$ cat config.mk
export PLATFORM = sky130hd
export DESIGN_NAME = four_level_page_table_walker_flat
export DESIGN_NICKNAME = d
export VERILOG_FILES = /design/src/sv/pgwalk_pkg.sv /design/src/sv/pgwalk_if.sv /design/src/sv/pgwalk_front.sv /design/src/sv/pgwalk_queue.sv /design/src/sv/pgwalk_back.sv /design/src/sv/four_level_page_table_walker.sv /design/src/flat_wrapper.sv
export SDC_FILE = /design/constraint.sdc
export NUM_CORES = 1
export LEC_CHECK = 0
export ABC_AREA = 0
export BUFFER_PORTS_ARGS = -buffer_cell sky130_fd_sc_hd__buf_2
export CAP_MARGIN = 25
export CORE_MARGIN = 5
export CORE_UTILIZATION = 62
export DETAILED_ROUTE_END_ITERATION = 16
export PLACE_DENSITY = 0.83
export SLEW_MARGIN = 20
export SYNTH_ARGS = -nofsm -noshare
export SYNTH_HDL_FRONTEND = slang
export SYNTH_SLANG_ARGS = --single-unit
$ cat constraint.sdc
create_clock -name clk_i -period 7.1 [get_ports clk_i]
set_input_delay 0.355 -clock clk_i [delete_from_list [all_inputs] [get_ports clk_i]]
set_output_delay 0.355 -clock clk_i [all_outputs]
set_load 0.02 [all_outputs]
$ cat src/sv/pgwalk_pkg.sv
`default_nettype none

package pgwalk_pkg;

  // Width of physical addresses kept by the walker (32 to 52).
  localparam int PHYS_ADDR_BITS = 52;
  localparam int ADDR_W         = 52;
  localparam logic [ADDR_W-1:0] PHYS_MASK = {ADDR_W{1'b1}} >> (ADDR_W - PHYS_ADDR_BITS);

  localparam int QUEUE_DEPTH = 4;
  localparam int QUEUE_PTR_W = $clog2(QUEUE_DEPTH);
  localparam int QUEUE_CNT_W = $clog2(QUEUE_DEPTH + 1);

  // Operation codes on the request channel.
  localparam logic [1:0] OP_TRANSLATE = 2'd0;
  localparam logic [1:0] OP_UNMAP     = 2'd1;
  localparam logic [1:0] OP_MEM_RSP   = 2'd2;

  // Result kinds.
  localparam logic [1:0] KIND_READ        = 2'd0;
  localparam logic [1:0] KIND_WRITE_ZERO  = 2'd1;
  localparam logic [1:0] KIND_TRANSL_DONE = 2'd2;
  localparam logic [1:0] KIND_UNMAP_DONE  = 2'd3;

  // Result status codes.
  localparam logic [2:0] ST_OK          = 3'd0;
  localparam logic [2:0] ST_BAD_ARGS    = 3'd1;
  localparam logic [2:0] ST_NOT_PRESENT = 3'd2;
  localparam logic [2:0] ST_LARGE_PAGE  = 3'd3;
  localparam logic [2:0] ST_BUSY        = 3'd4;

  // Configuration register indexes.
  localparam logic REG_MMIO_FLAG_BIT = 1'b0;
  localparam logic [5:0] MMIO_FLAG_BIT_RESET = 6'd9;

  // Entry bits.
  localparam int PRESENT_BIT = 0;
  localparam int LARGE_BIT   = 7;

  // One queued record. When two is set, the record stands for a write-zero
  // to mem_address followed by an unmap done result carrying phys_addr.
  typedef struct packed {
    logic [1:0]        kind;
    logic              two;
    logic [ADDR_W-1:0] mem_address;
    logic [ADDR_W-1:0] phys_addr;
    logic              is_mmio;
    logic [2:0]        status;
  } entry_t;

  typedef struct packed {
    logic   valid;
    entry_t entry;
  } push_t;

  typedef struct packed {
    logic   valid;
    entry_t entry;
  } head_t;

  // Nine-bit table index of a virtual address for a level (3 = top table).
  function automatic logic [8:0] level_index(input logic [63:0] virt, input logic [1:0] level);
    logic [8:0] idx;
    case (level)
      2'd0:    idx = virt[20:12];
      2'd1:    idx = virt[29:21];
      2'd2:    idx = virt[38:30];
      2'd3:    idx = virt[47:39];
      default: idx = virt[47:39];
    endcase
    return idx;
  endfunction

  // Table base plus eight times the index, wrapped to the address width.
  function automatic logic [ADDR_W-1:0] entry_addr(input logic [ADDR_W-1:0] base,
                                                   input logic [8:0] idx);
    logic [ADDR_W-1:0] sum;
    sum = base + {{(ADDR_W-12){1'b0}}, idx, 3'b000};
    return sum & PHYS_MASK;
  endfunction

endpackage

`default_nettype wire

$ cat src/sv/pgwalk_if.sv
`default_nettype none

interface pgwalk_req_if;
  logic        valid;
  logic        ready;
  logic [1:0]  operation;
  logic [51:0] root_table;
  logic [63:0] virt_addr;
  logic [63:0] entry_data;

  modport source (output valid, operation, root_table, virt_addr, entry_data, input ready);
  modport sink   (input valid, operation, root_table, virt_addr, entry_data, output ready);
endinterface

interface pgwalk_rsp_if;
  logic        valid;
  logic        ready;
  logic [1:0]  kind;
  logic [51:0] mem_address;
  logic [51:0] phys_addr;
  logic        is_mmio;
  logic [2:0]  status;
  logic        last;

  modport source (output valid, kind, mem_address, phys_addr, is_mmio, status, last,
                  input ready);
  modport sink   (input valid, kind, mem_address, phys_addr, is_mmio, status, last,
                  output ready);
endinterface

`default_nettype wire

$ cat src/sv/pgwalk_front.sv
`default_nettype none

module pgwalk_front (
  input  wire logic                 clk_i,
  input  wire logic                 rst_ni,
  pgwalk_req_if.sink                req_i,
  input  wire logic                 full_i,
  input  wire logic [5:0]           mmio_flag_bit_i,
  output pgwalk_pkg::push_t         push_o
);

  logic        busy_q, busy_d;
  logic        unmap_q, unmap_d;
  logic [1:0]  level_q, level_d;
  logic [63:0] virt_q, virt_d;
  logic [pgwalk_pkg::ADDR_W-1:0] leaf_q, leaf_d;

  logic        accept;
  logic        is_req;
  logic        req_unmap;
  logic        bad;
  logic [1:0]  done_kind;
  logic [1:0]  next_level;
  logic [pgwalk_pkg::ADDR_W-1:0] frame;
  logic        mmio;

  assign req_i.ready = !full_i;
  assign accept      = req_i.valid && req_i.ready;

  assign is_req    = (req_i.operation == pgwalk_pkg::OP_TRANSLATE) ||
                     (req_i.operation == pgwalk_pkg::OP_UNMAP);
  assign req_unmap = (req_i.operation == pgwalk_pkg::OP_UNMAP);
  assign bad       = (req_i.root_table == '0) ||
                     (req_unmap ? (|req_i.virt_addr[11:0]) : (|req_i.virt_addr[63:47]));
  assign done_kind = unmap_q ? pgwalk_pkg::KIND_UNMAP_DONE : pgwalk_pkg::KIND_TRANSL_DONE;
  assign next_level = level_q - 2'd1;
  assign frame     = {req_i.entry_data[51:12], 12'h000} & pgwalk_pkg::PHYS_MASK;
  assign mmio      = req_i.entry_data[mmio_flag_bit_i];

  always_comb begin
    busy_d  = busy_q;
    unmap_d = unmap_q;
    level_d = level_q;
    virt_d  = virt_q;
    leaf_d  = leaf_q;
    push_o  = '0;

    if (accept && is_req) begin
      push_o.valid       = 1'b1;
      push_o.entry.kind  = req_unmap ? pgwalk_pkg::KIND_UNMAP_DONE
                                     : pgwalk_pkg::KIND_TRANSL_DONE;
      if (busy_q) begin
        push_o.entry.status = pgwalk_pkg::ST_BUSY;
      end else if (bad) begin
        push_o.entry.status = pgwalk_pkg::ST_BAD_ARGS;
      end else begin
        busy_d  = 1'b1;
        unmap_d = req_unmap;
        level_d = 2'd3;
        virt_d  = req_i.virt_addr;
        leaf_d  = pgwalk_pkg::entry_addr(req_i.root_table,
                                         pgwalk_pkg::level_index(req_i.virt_addr, 2'd3));
        push_o.entry.kind        = pgwalk_pkg::KIND_READ;
        push_o.entry.mem_address = leaf_d;
      end
    end else if (accept && (req_i.operation == pgwalk_pkg::OP_MEM_RSP) && busy_q) begin
      push_o.valid = 1'b1;
      if (!req_i.entry_data[pgwalk_pkg::PRESENT_BIT]) begin
        busy_d              = 1'b0;
        push_o.entry.kind   = done_kind;
        push_o.entry.status = pgwalk_pkg::ST_NOT_PRESENT;
      end else if ((level_q == 2'd1) && req_i.entry_data[pgwalk_pkg::LARGE_BIT]) begin
        busy_d              = 1'b0;
        push_o.entry.kind   = done_kind;
        push_o.entry.status = pgwalk_pkg::ST_LARGE_PAGE;
      end else if (level_q != 2'd0) begin
        level_d = next_level;
        leaf_d  = pgwalk_pkg::entry_addr(frame, pgwalk_pkg::level_index(virt_q, next_level));
        push_o.entry.kind        = pgwalk_pkg::KIND_READ;
        push_o.entry.mem_address = leaf_d;
      end else begin
        busy_d               = 1'b0;
        push_o.entry.is_mmio = mmio;
        if (unmap_q) begin
          push_o.entry.kind        = pgwalk_pkg::KIND_UNMAP_DONE;
          push_o.entry.two         = 1'b1;
          push_o.entry.mem_address = leaf_q;
          push_o.entry.phys_addr   = frame;
        end else begin
          push_o.entry.kind      = pgwalk_pkg::KIND_TRANSL_DONE;
          push_o.entry.phys_addr = (frame + {{(pgwalk_pkg::ADDR_W-12){1'b0}},
                                             virt_q[11:0]}) & pgwalk_pkg::PHYS_MASK;
        end
      end
    end
  end

  always_ff @(posedge clk_i or negedge rst_ni) begin
    if (!rst_ni) begin
      busy_q  <= 1'b0;
      unmap_q <= 1'b0;
      level_q <= 2'd0;
      virt_q  <= '0;
      leaf_q  <= '0;
    end else begin
      busy_q  <= busy_d;
      unmap_q <= unmap_d;
      level_q <= level_d;
      virt_q  <= virt_d;
      leaf_q  <= leaf_d;
    end
  end

endmodule

`default_nettype wire

$ cat src/sv/pgwalk_queue.sv
`default_nettype none

module pgwalk_queue (
  input  wire logic                clk_i,
  input  wire logic                rst_ni,
  input  wire pgwalk_pkg::push_t   push_i,
  output logic                     full_o,
  output pgwalk_pkg::head_t        head_o,
  input  wire logic                pop_i
);

  pgwalk_pkg::entry_t slots_q [pgwalk_pkg::QUEUE_DEPTH];

  logic [pgwalk_pkg::QUEUE_PTR_W-1:0] wr_ptr_q, wr_ptr_d;
  logic [pgwalk_pkg::QUEUE_PTR_W-1:0] rd_ptr_q, rd_ptr_d;
  logic [pgwalk_pkg::QUEUE_CNT_W-1:0] count_q, count_d;
  logic do_pop;

  assign full_o       = (count_q == pgwalk_pkg::QUEUE_CNT_W'(pgwalk_pkg::QUEUE_DEPTH));
  assign head_o.valid = (count_q != '0);
  assign head_o.entry = slots_q[rd_ptr_q];
  assign do_pop       = pop_i && head_o.valid;

  always_comb begin
    wr_ptr_d = wr_ptr_q;
    rd_ptr_d = rd_ptr_q;
    count_d  = count_q;
    if (push_i.valid) begin
      wr_ptr_d = wr_ptr_q + pgwalk_pkg::QUEUE_PTR_W'(1);
    end
    if (do_pop) begin
      rd_ptr_d = rd_ptr_q + pgwalk_pkg::QUEUE_PTR_W'(1);
    end
    if (push_i.valid && !do_pop) begin
      count_d = count_q + pgwalk_pkg::QUEUE_CNT_W'(1);
    end else if (!push_i.valid && do_pop) begin
      count_d = count_q - pgwalk_pkg::QUEUE_CNT_W'(1);
    end
  end

  always_ff @(posedge clk_i or negedge rst_ni) begin
    if (!rst_ni) begin
      wr_ptr_q <= '0;
      rd_ptr_q <= '0;
      count_q  <= '0;
    end else begin
      wr_ptr_q <= wr_ptr_d;
      rd_ptr_q <= rd_ptr_d;
      count_q  <= count_d;
    end
  end

  always_ff @(posedge clk_i) begin
    if (push_i.valid) begin
      slots_q[wr_ptr_q] <= push_i.entry;
    end
  end

endmodule

`default_nettype wire

$ cat src/sv/pgwalk_back.sv
`default_nettype none

module pgwalk_back (
  input  wire logic                clk_i,
  input  wire logic                rst_ni,
  input  wire pgwalk_pkg::head_t   head_i,
  output logic                     pop_o,
  pgwalk_rsp_if.source             rsp_o
);

  // Set once the write-zero half of a two-result record has gone out.
  logic second_q, second_d;
  logic xfer;
  logic first_half;

  assign xfer       = rsp_o.valid && rsp_o.ready;
  assign first_half = head_i.entry.two && !second_q;
  assign pop_o      = xfer && !first_half;

  assign rsp_o.valid = head_i.valid;

  always_comb begin
    if (first_half) begin
      rsp_o.kind        = pgwalk_pkg::KIND_WRITE_ZERO;
      rsp_o.mem_address = head_i.entry.mem_address;
      rsp_o.phys_addr   = '0;
      rsp_o.is_mmio     = 1'b0;
      rsp_o.status      = pgwalk_pkg::ST_OK;
      rsp_o.last        = 1'b0;
    end else begin
      rsp_o.kind        = head_i.entry.kind;
      rsp_o.mem_address = head_i.entry.two ? '0 : head_i.entry.mem_address;
      rsp_o.phys_addr   = head_i.entry.phys_addr;
      rsp_o.is_mmio     = head_i.entry.is_mmio;
      rsp_o.status      = head_i.entry.status;
      rsp_o.last        = 1'b1;
    end
  end

  always_comb begin
    second_d = second_q;
    if (xfer) begin
      second_d = first_half;
    end
  end

  always_ff @(posedge clk_i or negedge rst_ni) begin
    if (!rst_ni) begin
      second_q <= 1'b0;
    end else begin
      second_q <= second_d;
    end
  end

endmodule

`default_nettype wire

$ cat src/sv/four_level_page_table_walker.sv
`default_nettype none

// Channel   Dir  Handshake      Payload
// req_i     in   valid/ready    operation, root_table, virt_addr, entry_data
// rsp_o     out  valid/ready    kind, mem_address, phys_addr, is_mmio, status, last
// APB       in   psel/penable   paddr, pwrite, pwdata, prdata, pready (always high)
//
// Every request and memory response is handled in the cycle it is taken: the
// front end updates the walk state and writes at most one record into a
// four-entry queue, so one item per cycle is sustained. The output side sends
// one transfer per cycle while rsp_o.ready is high; an unmap's leaf response
// gives two (write-zero, then unmap done). Requests stall only while the queue
// is full. Reset clears the walk state and the queue and sets mmio_flag_bit to 9.

module four_level_page_table_walker (
  input  wire logic        clk_i,
  input  wire logic        rst_ni,
  pgwalk_req_if.sink       req_i,
  pgwalk_rsp_if.source     rsp_o,
  input  wire logic        psel,
  input  wire logic        penable,
  input  wire logic        pwrite,
  input  wire logic [2:0]  paddr,
  input  wire logic [31:0] pwdata,
  output logic [31:0]      prdata,
  output logic             pready
);

  pgwalk_pkg::push_t push;
  pgwalk_pkg::head_t head;
  logic              full;
  logic              pop;

  // The configuration register selecting which leaf entry bit marks MMIO.
  logic [5:0] mmio_flag_bit_q, mmio_flag_bit_d;
  logic       reg_write;

  // Registers sit at word addresses, so bit 2 of paddr picks the register.
  assign pready    = 1'b1;
  assign reg_write = psel && penable && pwrite && pready &&
                     (paddr[2] == pgwalk_pkg::REG_MMIO_FLAG_BIT);
  assign prdata    = (paddr[2] == pgwalk_pkg::REG_MMIO_FLAG_BIT) ?
                     {26'd0, mmio_flag_bit_q} : 32'd0;

  always_comb begin
    mmio_flag_bit_d = mmio_flag_bit_q;
    if (reg_write) begin
      mmio_flag_bit_d = pwdata[5:0];
    end
  end

  always_ff @(posedge clk_i or negedge rst_ni) begin
    if (!rst_ni) begin
      mmio_flag_bit_q <= pgwalk_pkg::MMIO_FLAG_BIT_RESET;
    end else begin
      mmio_flag_bit_q <= mmio_flag_bit_d;
    end
  end

  // Front end: takes requests and responses, keeps the walk state.
  pgwalk_front u_front (
    .clk_i           (clk_i),
    .rst_ni          (rst_ni),
    .req_i           (req_i),
    .full_i          (full),
    .mmio_flag_bit_i (mmio_flag_bit_q),
    .push_o          (push)
  );

  // Queue of result records between the two halves.
  pgwalk_queue u_queue (
    .clk_i  (clk_i),
    .rst_ni (rst_ni),
    .push_i (push),
    .full_o (full),
    .head_o (head),
    .pop_i  (pop)
  );

  // Back end: turns each record into one or two result transfers.
  pgwalk_back u_back (
    .clk_i  (clk_i),
    .rst_ni (rst_ni),
    .head_i (head),
    .pop_o  (pop),
    .rsp_o  (rsp_o)
  );

endmodule

`default_nettype wire

$ cat src/flat_wrapper.sv
// flat-port wrapper written by rule: the top's interface ports become plain ports
module four_level_page_table_walker_flat 
  (clk_i, rst_ni, psel, penable, pwrite, paddr, pwdata, prdata, pready, req_i_valid, req_i_operation, req_i_root_table, req_i_virt_addr, req_i_entry_data, req_i_ready, rsp_o_valid, rsp_o_kind, rsp_o_mem_address, rsp_o_phys_addr, rsp_o_is_mmio, rsp_o_status, rsp_o_last, rsp_o_ready);
  pgwalk_req_if req_i_i ();
  pgwalk_rsp_if rsp_o_i ();
  input  wire logic clk_i;
  input  wire logic rst_ni;
  input  wire logic psel;
  input  wire logic penable;
  input  wire logic pwrite;
  input  wire logic [2:0] paddr;
  input  wire logic [31:0] pwdata;
  output logic [31:0] prdata;
  output logic pready;
  input wire logic [$bits(req_i_i.valid)-1:0] req_i_valid;
  input wire logic [$bits(req_i_i.operation)-1:0] req_i_operation;
  input wire logic [$bits(req_i_i.root_table)-1:0] req_i_root_table;
  input wire logic [$bits(req_i_i.virt_addr)-1:0] req_i_virt_addr;
  input wire logic [$bits(req_i_i.entry_data)-1:0] req_i_entry_data;
  output wire logic [$bits(req_i_i.ready)-1:0] req_i_ready;
  output wire logic [$bits(rsp_o_i.valid)-1:0] rsp_o_valid;
  output wire logic [$bits(rsp_o_i.kind)-1:0] rsp_o_kind;
  output wire logic [$bits(rsp_o_i.mem_address)-1:0] rsp_o_mem_address;
  output wire logic [$bits(rsp_o_i.phys_addr)-1:0] rsp_o_phys_addr;
  output wire logic [$bits(rsp_o_i.is_mmio)-1:0] rsp_o_is_mmio;
  output wire logic [$bits(rsp_o_i.status)-1:0] rsp_o_status;
  output wire logic [$bits(rsp_o_i.last)-1:0] rsp_o_last;
  input wire logic [$bits(rsp_o_i.ready)-1:0] rsp_o_ready;
  assign req_i_i.valid = req_i_valid;
  assign req_i_i.operation = req_i_operation;
  assign req_i_i.root_table = req_i_root_table;
  assign req_i_i.virt_addr = req_i_virt_addr;
  assign req_i_i.entry_data = req_i_entry_data;
  assign req_i_ready = req_i_i.ready;
  assign rsp_o_valid = rsp_o_i.valid;
  assign rsp_o_kind = rsp_o_i.kind;
  assign rsp_o_mem_address = rsp_o_i.mem_address;
  assign rsp_o_phys_addr = rsp_o_i.phys_addr;
  assign rsp_o_is_mmio = rsp_o_i.is_mmio;
  assign rsp_o_status = rsp_o_i.status;
  assign rsp_o_last = rsp_o_i.last;
  assign rsp_o_i.ready = rsp_o_ready;
  four_level_page_table_walker u_core (.clk_i(clk_i), .rst_ni(rst_ni), .req_i(req_i_i), .rsp_o(rsp_o_i), .psel(psel), .penable(penable), .pwrite(pwrite), .paddr(paddr), .pwdata(pwdata), .prdata(prdata), .pready(pready));
endmodule
# Yosys cells after proc, flatten, opt, wreduce, memory -nomap -nowiden
# Memories as Yosys holds them, arrays and structs flattened.
# Index checks and enable logic that the tools add are counted.
dict set report op_classes {
  magnitude_cmp 1
  addsub 8
  n_eq_ne 11
  bitwise_logic 3
  mux 71
  n_reduce_logical 35
}
# operator n
set ops {}
lappend ops {{52-bit 2-to-1 mux} 15}
lappend ops {{106-bit 2-to-1 mux} 2}
lappend ops {{53-bit 2-to-1 mux} 3}
lappend ops {{52-bit by 12-bit adder with 52-bit output} 3}
lappend ops {{112-bit 2-to-1 mux} 1}
lappend ops {{9-bit 2-to-1 mux} 8}
lappend ops {{52-bit logical NOT} 1}
lappend ops {{9-bit case mux with 4 select lines} 1}
lappend ops {{2-bit 2-to-1 mux} 15}
lappend ops {{1-bit 2-to-1 mux} 18}
lappend ops {{3-bit 2-to-1 mux} 6}
lappend ops {{17-bit OR reduction} 1}
lappend ops {{1-bit logical AND} 14}
lappend ops {{12-bit OR reduction} 1}
lappend ops {{2-bit nonzero test} 5}
lappend ops {{6-bit by 7-bit < comparator with 1-bit output (second input constant)} 1}
lappend ops {{1-bit binary-select mux with 6-bit select} 1}
lappend ops {{2-bit by 1-bit == test with 1-bit output (second input constant)} 3}
lappend ops {{2-bit == test (second input constant)} 3}
lappend ops {{6-bit 2-to-1 mux} 1}
lappend ops {{2-bit != test (second input constant)} 3}
lappend ops {{6-bit AND reduction} 1}
lappend ops {{1-bit logical NOT} 5}
lappend ops {{2-bit by 1-bit adder with 2-bit output (second input constant)} 2}
lappend ops {{other kinds (11)} 15}
dict set report word_totals {
  register_bits 118
  input_bits 224
  output_inout_bits 146
  wordCells 140
  mem_bits_rw 444
  memories 1
}
# memory words word_bits read_ports rd_ports_with_merged_regs write_ports line_no
set mem_list {}
lappend mem_list {u_core.u_queue.slots_q 4 111 1 0 1 pgwalk_queue.sv:12} ;# pgwalk_pkg::entry_t slots_q [pgwalk_pkg::QUEUE_DEPTH];

# Longest topological paths before layout
# Gate-level depths: netlist of run 1.
dict set report depth {
  depth_word 18
  mapped_depth 12
  ltp_nobuf 10
}

# By module
# Synthesis of run 1 repeated with hierarchy kept, for this count alone.
dict set report hier_totals {
  cells_unflattened 1770
  hier_area_um2 25873.6
}
# mod seq_area_each_um2 area_per_inst_um2 cells_per_inst n_inst
set by_module_without_submodules {}
lappend by_module_without_submodules {pgwalk_queue 13508.0 16478.3 614 1}
lappend by_module_without_submodules {pgwalk_front 2602.5 7976.4 979 1}
lappend by_module_without_submodules {pgwalk_back 25.0 912.1 129 1}
lappend by_module_without_submodules {four_level_page_table_walker 152.6 506.7 48 1}

# Worst setup path before layout of run 1
# OpenSTA, ideal clock, no wires.
dict set report synth_path {
  kind {register to register}
  from {register u_core.u_queue.count_q[2] (netlist bit)}
  to {memory u_core.u_queue.slots_q[0][0] (netlist bit) (enable)}
  setup_time_ps 483
  arrival_time_ps 4125
  period_less_slack_ps 4608
  path_stages_with_launch 7
  setup_slack_ps 2492
  t_required_ps 6617
  n_path_buf 2
  path_cell_list {dfrtp_1 -> or3b_1 -> clkbuf_1 -> nand3b_1 -> clkbuf_1 -> nand2_1 -> and2_1}
}
# element line_no
set synth_lines {}
lappend synth_lines {{from (decl)} pgwalk_queue.sv:16} ;# logic [pgwalk_pkg::QUEUE_CNT_W-1:0] count_q, count_d;
lappend synth_lines {{from (signal assigned)} pgwalk_queue.sv:49} ;# count_q <= count_d;
lappend synth_lines {{to (decl)} pgwalk_queue.sv:12}

==> flow_summary.toml, run 1 <==
[floorplan]
io_pins = 370
die_h_um = 214
design.die.area_um2 = 45900
rows = 74
die_w_um = 214
fp.coreArea_um2 = 41000
start_util = 0.631

[cts]
cts_buffer_depth = 3
cts_tree = "built"
cts_buffers = 55
path_clk_slew_ps = 70
post_cts_buffers = 0
ctsHtreeMaxLevel = 2
cts.sinks = 562
cts_root_buffer = "clkbuf_16"
cts_resized = 0
clock_latency_ps = 610

[placement]
io_buffers = 314
place_congestion = 0.954
place_ws_ps = 3050
hpwlAfterDp_um = 44900

[logic_synthesis]
synth_top_area_share = 0.515
synth_mux_area_frac = 0.120
synth_top_family_by_area = "multiplexers"
synth_cell_types = 70
synthSimpleGateAreaFrac = 0.117
yosys.area_share.xor_xnor = 0.0156
synth_adder_area_share = 0.0112
yosysSeqAreaShare = 0.630
yosys-top-cells-area = "edfxtp_1 (52%), mux4_2 (11%), dfrtp_1 (11%), nor2b_1 (3.8%), nand2_1 (2.9%)"
yosysWarnings = 0
syn_inst = 1823
synth_edf_count = 444
synth_seq_cells = 562
syn-cell-area_um2 = 25900
ys.flop_type = "edfxtp_1"
synthArstFlopShare = 0.210
synth_compound_area_frac = 0.0747
synth_top_cell_by_area = "edfxtp_1"
avgSynthCellArea_um2 = 14.2

[sta]
layout_worst_path_cycle_share = 0.578
fin_ws_ps = 3000
setup_viol_count_final = 0
timing.fmax_ghz = 0.244
hold_viol_final = 0
slew_headroom = 0.292
tns_ps = 0
rsz0062_at_grt = "false"
drv_slew = 0
clock_skew_ps = 20.2
worst_pin_slew_ps = 1060
min_period_ps = 4100

[drt]
drc = 0
wire_per_inst_um = 26.5
firstDrtPassIters = 8
ant_nets = 0
routed_wirelength_um = 72900
vias = 17987
drt-initial-drc-count = 2815
viasPerCell = 6.53

[final_layout]
area_growth_pct = 16.8
nFillCells = 2519
drive_above_1_share = 0.267
layout_common_cells = "edfxtp_1 (444), buf_2 (313), nand2_1 (202)"
final_common_cell = "edfxtp_1"
nNetsFinal = 2397

[job]
max-cap-violations = 0

[global_routing]
antenna_found_initial = 38
gr-usage-all-layers = 0.308
grt_max_degree = 73
overflow = 0
grt_pass1_vias = 18119
grt_pass1_wl_um = 109000

[setup_path]
crit_buf_inv = 1
critical_path_class = "reg -> reg"
cp_top_family = "simple AND/OR/NAND/NOR gates"
crit_path_start_kind = "register"
path_cells = "or3b_1, nand3b_1, nand2_1, and2_4, buf_4"
r2r-end = "u_core.u_queue.slots_q[1][25]"
slowest_delay_ps = 910
cp_slowest_cell = "buf_4"
crit_fanout = 65
cp_data_arrival_time_ps = 4310
r2r-start = "u_core.u_queue.count_q[0]"
r2r_slack_ps = 3000
reg2reg_depth = 5
end_kind = "register"
required_ps = 7310

[hold_path]
min_delay_worst_endpoint = "u_core.u_front.leaf_q[0]"
hold_path.class = "in -> reg"
hold_depth = 2
hp-start = "req_i_root_table[0]"

[power_and_ir_drop]
ir_worst_vdd_v = 0.000263
powerDensity_nw_per_um2 = 342
p_leak_nw = 11.5

[outcome]
status = "finished, final reports clean"
[power by group]
group	switching, W	internal (W)
clock	0.00123	0.00176
sequential	0.000243	0.00386
combinational	0.00188	0.00136
[per-stage QoR]
stage / cells / power (W) / util / hold slack [ps] / instance area (µm²)
after detailed placement: 2570 / 0.00737 / 0.675 / 458 / 27700
after global placement: 2568 / 0.00729 / 0.674 / 451 / 27600
final: 2754 / 0.0103 / 0.736 / 25.6 / 30200
after global routing: 2749 / 0.0107 / 0.736 / 16.5 / 30200
after CTS: 2725 / 0.0103 / 0.732 / 3.73 / 30000
after floorplan: 1848 / 0.00627 / - / 59.4 / 26000
[logic make-up after synthesis]
kind of cell	Yosys count
and+or+nand+nor	583
DFF	562
AOI/OAI and AO/OA	298
buffers and inverters	164
muxes	146
xor gates and xnor gates	46
adders and majority gates	22
other	2
[metal layers]
metal  track usage  up-vias  part of all wire
li1              -     7562                 -
met1         0.409     8944              0.37
met2         0.489     1211              0.48
met3        0.0829      242              0.10
met4         0.136       28             0.048
met5             0        -            0.0028
[final cells by class]
cell class              count  area, µm²  share of cell area
repair buffers            391       2390              0.0790
flip-flops and latches    562      16300               0.540
multi-input cells        1122       8890               0.294
clock inverters            28        330              0.0109
clock buffers              75       1490              0.0495
well taps                 532        666              0.0220
diodes                     25       62.6             0.00207
inverters                  19       71.3             0.00236
[synthesized netlist by cell type, types with 9 or more instances]
| cell | instances |
|---|---|
| a21oi_1 | 73 |
| and2_1 | 26 |
| mux4_2 | 130 |
| nor4_1 | 19 |
| inv_1 | 19 |
| xnor2_1 | 36 |
| edfxtp_1 | 444 |
| buf_2 | 23 |
| dfrtp_1 | 116 |
| nand2_1 | 202 |
| o21a_1 | 24 |
| ha_1 | 20 |
| o21ai_0 | 75 |
| clkbuf_1 | 76 |
| nand4_1 | 19 |
| and3_1 | 46 |
| a211oi_1 | 19 |
| nor2_1 | 64 |
| o22ai_1 | 43 |
| a222oi_1 | 9 |
| nand3_1 | 18 |
| xor2_1 | 10 |
| nor2b_1 | 157 |
| buf_4 | 35 |
[how the worst max path moves through the flow]
stage                                          from                             to  slack [ps]  cells past startpoint
after floorplan           u_core.u_queue.count_q[2]   u_core.u_queue.slots_q[0][0]        2490                      6
after global placement    u_core.u_queue.count_q[2]  u_core.u_queue.slots_q[3][43]        3150                      5
after detailed placement  u_core.u_queue.count_q[2]  u_core.u_queue.slots_q[3][43]        3050                      5
after CTS                 u_core.u_queue.count_q[2]  u_core.u_queue.slots_q[2][37]        3010                      5
after global routing      u_core.u_queue.count_q[0]  u_core.u_queue.slots_q[1][25]        2790                      5
final                     u_core.u_queue.count_q[0]  u_core.u_queue.slots_q[1][25]        3000                      5
[flip-flops by register name (all words and copies together) (netlist names)]
name and cells:
u_core.u_queue.slots_q 444, u_core.u_front.leaf_q 52, u_core.u_front.virt_q 48, u_core.mmio_flag_bit_q 6, u_core.u_queue.count_q 3, u_core.u_front.level_q 2
u_core.u_queue.rd_ptr_q 2, u_core.u_queue.wr_ptr_q 2, u_core.u_back.second_q 1, u_core.u_front.busy_q 1, u_core.u_front.unmap_q 1
[worst register-to-register path, stage by stage (launching register included)]
cell and delay [ps]:
dfrtp_1 450, or3b_1 210, nand3b_1 740, nand2_1 630
and2_4 700, buf_4 910
[repair_timing]
action | CTS | global route
endpoints found under the setup margin | 0 | 0
hold endpoints to repair | 100 | 0
hold buffers | 52 | 0
No activity file was read; power rests on OpenSTA's default activity.
==> run 2: changes to the inputs <==
--- a/config.mk
+++ b/config.mk
@@ -9,9 +9,9 @@
 export BUFFER_PORTS_ARGS = -buffer_cell sky130_fd_sc_hd__buf_2
 export CAP_MARGIN = 25
 export CORE_MARGIN = 5
-export CORE_UTILIZATION = 62
+export CORE_UTILIZATION = 52
 export DETAILED_ROUTE_END_ITERATION = 16
-export PLACE_DENSITY = 0.83
+export PLACE_DENSITY = 0.74
 export SLEW_MARGIN = 20
 export SYNTH_ARGS = -nofsm -noshare
 export SYNTH_HDL_FRONTEND = slang
==> constraint.sdc (replaced) <==
create_clock -name clk_i -period 3.3 [get_ports clk_i]
set_input_delay 0.165 -clock clk_i [delete_from_list [all_inputs] [get_ports clk_i]]
set_output_delay 0.165 -clock clk_i [all_outputs]
set_load 0.02 [all_outputs]
==> run 2 against run 1 <==
  * Non-clock buffer count is 79 higher
  * Power is 120% higher
  * Die area is 18% higher
  * Wire length is 0.54% higher
  * Flip-flop and latch count stayed put
  * Largest power group unchanged
  * Register-to-register slack worse by 2700 ps
  * Sequential power is 110% higher
  * Final cell count is 7.6% higher
==> flow_summary.toml, run 2 (synthesis gave the netlist of run 1 again) <==
[floorplan]
design.die.area_um2 = 54300
io_pins = 370
rows = 81
die_h_um = 233
fp.coreArea_um2 = 49100
die_w_um = 233
start_util = 0.527

[hold_path]
hold_path.class = "in -> reg"
min_delay_worst_endpoint = "u_core.u_front.leaf_q[43]"
hp-start = "req_i_entry_data[43]"
hold_depth = 3

[cts]
cts_root_buffer = "clkbuf_16"
clock_latency_ps = 620
post_cts_buffers = 0
cts_buffer_depth = 3
cts.sinks = 562
cts_buffers = 57
cts_tree = "built"
ctsHtreeMaxLevel = 2
path_clk_slew_ps = 60

[sta]
worst_pin_slew_ps = 1000
clock_skew_ps = 18.7
min_period_ps = 3130
hold_viol_final = 0
layout_worst_path_cycle_share = 0.950
drv_slew = 0
slew_headroom = 0.334
timing.fmax_ghz = 0.319
setup_viol_count_final = 0
rsz0062_at_grt = "false"

[placement]
place_congestion = 0.891
io_buffers = 314
hpwlAfterDp_um = 48700
dp_cells = 2743

[global_routing]
grt_pass1_wl_um = 110000
antenna_found_initial = 28
overflow = 0
gr-usage-all-layers = 0.268
grt_pass1_vias = 18318
grt_max_degree = 113

[drt]
viasPerCell = 6.06
firstDrtPassIters = 9
routed_wirelength_um = 73300
drt-initial-drc-count = 2235
drc = 0
vias = 17961
wire_per_inst_um = 24.7
ant_nets = 0

[setup_path]
slowest_delay_ps = 550
critical_path_class = "in -> reg"
cp_data_arrival_time_ps = 3680
crit_path_start_kind = "primary input"
cpMostUsedCell = "dlygate4sd3_1"
crit_fanout = 8
path_cells = "dlygate4sd3_1, buf_2, ha_1, inv_1, fa_1, nor2b_1, o31a_1, o211ai_4, buf_4, a211oi_1, xor2_1, nand2_1, a21oi_1, dlygate4sd3_1"
cp_top_family = "buffers and inverters"
end_kind = "register"
r2r-end = "u_core.u_front.leaf_q[47]"
cp_slowest_cell = "dlygate4sd3_1"
crit_buf_inv = 5
r2r-start = "u_core.u_queue.count_q[0]"
reg2reg_depth = 10
required_ps = 3850
r2r_slack_ps = 290

[power_and_ir_drop]
powerDensity_nw_per_um2 = 714
p_leak_nw = 11.9
ir_worst_vdd_v = 0.000875

[final_layout]
largest_reg_flops = 444
layout_common_cells = "edfxtp_1 (444), buf_2 (313), nand2_1 (202)"
drive_above_1_share = 0.281
final_common_cell = "edfxtp_1"
reg_top3 = "u_core.u_queue.slots_q x444, u_core.u_front.leaf_q x52, u_core.u_front.virt_q x48"
finalNonFillerCells = 2964
final_core_util = 0.636
nNetsFinal = 2478
top_register = "u_core.u_queue.slots_q"
area_growth_pct = 20.6

[job]
max-cap-violations = 0

[outcome]
status = "finished, final reports clean"
==> run 2: cell types whose count changed in the layout (fill, tap and decap cells not counted), sizes merged <==
cell         delta
bufinv          -3
clkinv          +1
clkinvlp        +2
diode           -5
dlygate4sd3    +42
buf            +37
inv             +4
==> run 2: per-stage QoR <==
step                setup TNS [ps]  power [W]  cell area, µm²  setup WS [ps]  hold WS, ps
floorplan                   -33710     0.0134           26000          -75.9         -131
global placement                 0     0.0159           28300            325          312
detailed placement               0     0.0160           28300            250          325
CTS                              0     0.0225           31100           63.0        0.386
global route                     0     0.0232           31200           10.8         27.9
finish                           0     0.0223           31200            167         19.9
==> run 2: where the power goes <==
part | internal, W | switching [W]
sequential | 0.00829 | 0.000222
combinational | 0.00302 | 0.00436
clock | 0.00368 | 0.00271
total | 0.0150 | 0.00729
==> run 2: what timing repair did <==
| item | CTS | global route |
|---|---|---|
| resized for setup | 0 | 4 |
| hold buffers | 94 | 0 |
| hold endpoints to repair | 163 | 0 |
| endpoints found under the setup margin | 0 | 4 |
==> run 2: area by class of cell <==
type / count / area [µm²]
fill: 3623 / 17900
sequential: 562 / 16300
clock buffer: 75 / 1530
multi-input combinational: 1122 / 8910
tap: 664 / 831
clock inverter: 32 / 324
antenna: 20 / 50.0
timing repair buffer: 470 / 3170
inverter: 19 / 71.3
==> run 2: per-layer routing <==
layer  track usage  vias up  part of all wire
li1              -     7733                 -
met1         0.347     9041              0.38
met2         0.430      942              0.48
met3        0.0683      223             0.092
met4         0.125       22             0.045
met5             0        -            0.0024
==> run 2: worst max-delay path by stage <==
stage / slack [ps] / end / depth (start not counted) / start
2_1_floorplan: -80 / u_core.u_queue.slots_q[0][0] / 6 / u_core.u_queue.count_q[2]
3_3_place_gp: 320 / u_core.u_queue.slots_q[2][97] / 11 / req_i_virt_addr[39]
3_5_place_dp: 250 / u_core.u_queue.slots_q[0][97] / 11 / req_i_virt_addr[39]
4_1_cts: 60 / u_core.u_front.leaf_q[47] / 13 / req_i_virt_addr[39]
5_1_grt: 10 / u_core.u_front.leaf_q[29] / 14 / req_i_virt_addr[39]
6_report: 170 / u_core.u_front.leaf_q[29] / 14 / req_i_virt_addr[39]
==> run 2: worst reg2reg max path, delay by kind of cell (launching register included) <==
| family | cells | cell delay, ps |
|---|---|---|
| AO/OA/AOI/OAI | 1 | 50 |
| flip-flops | 1 | 430 |
| buffers and inverters | 3 | 1050 |
| AND/OR/NAND/NOR | 6 | 1340 |
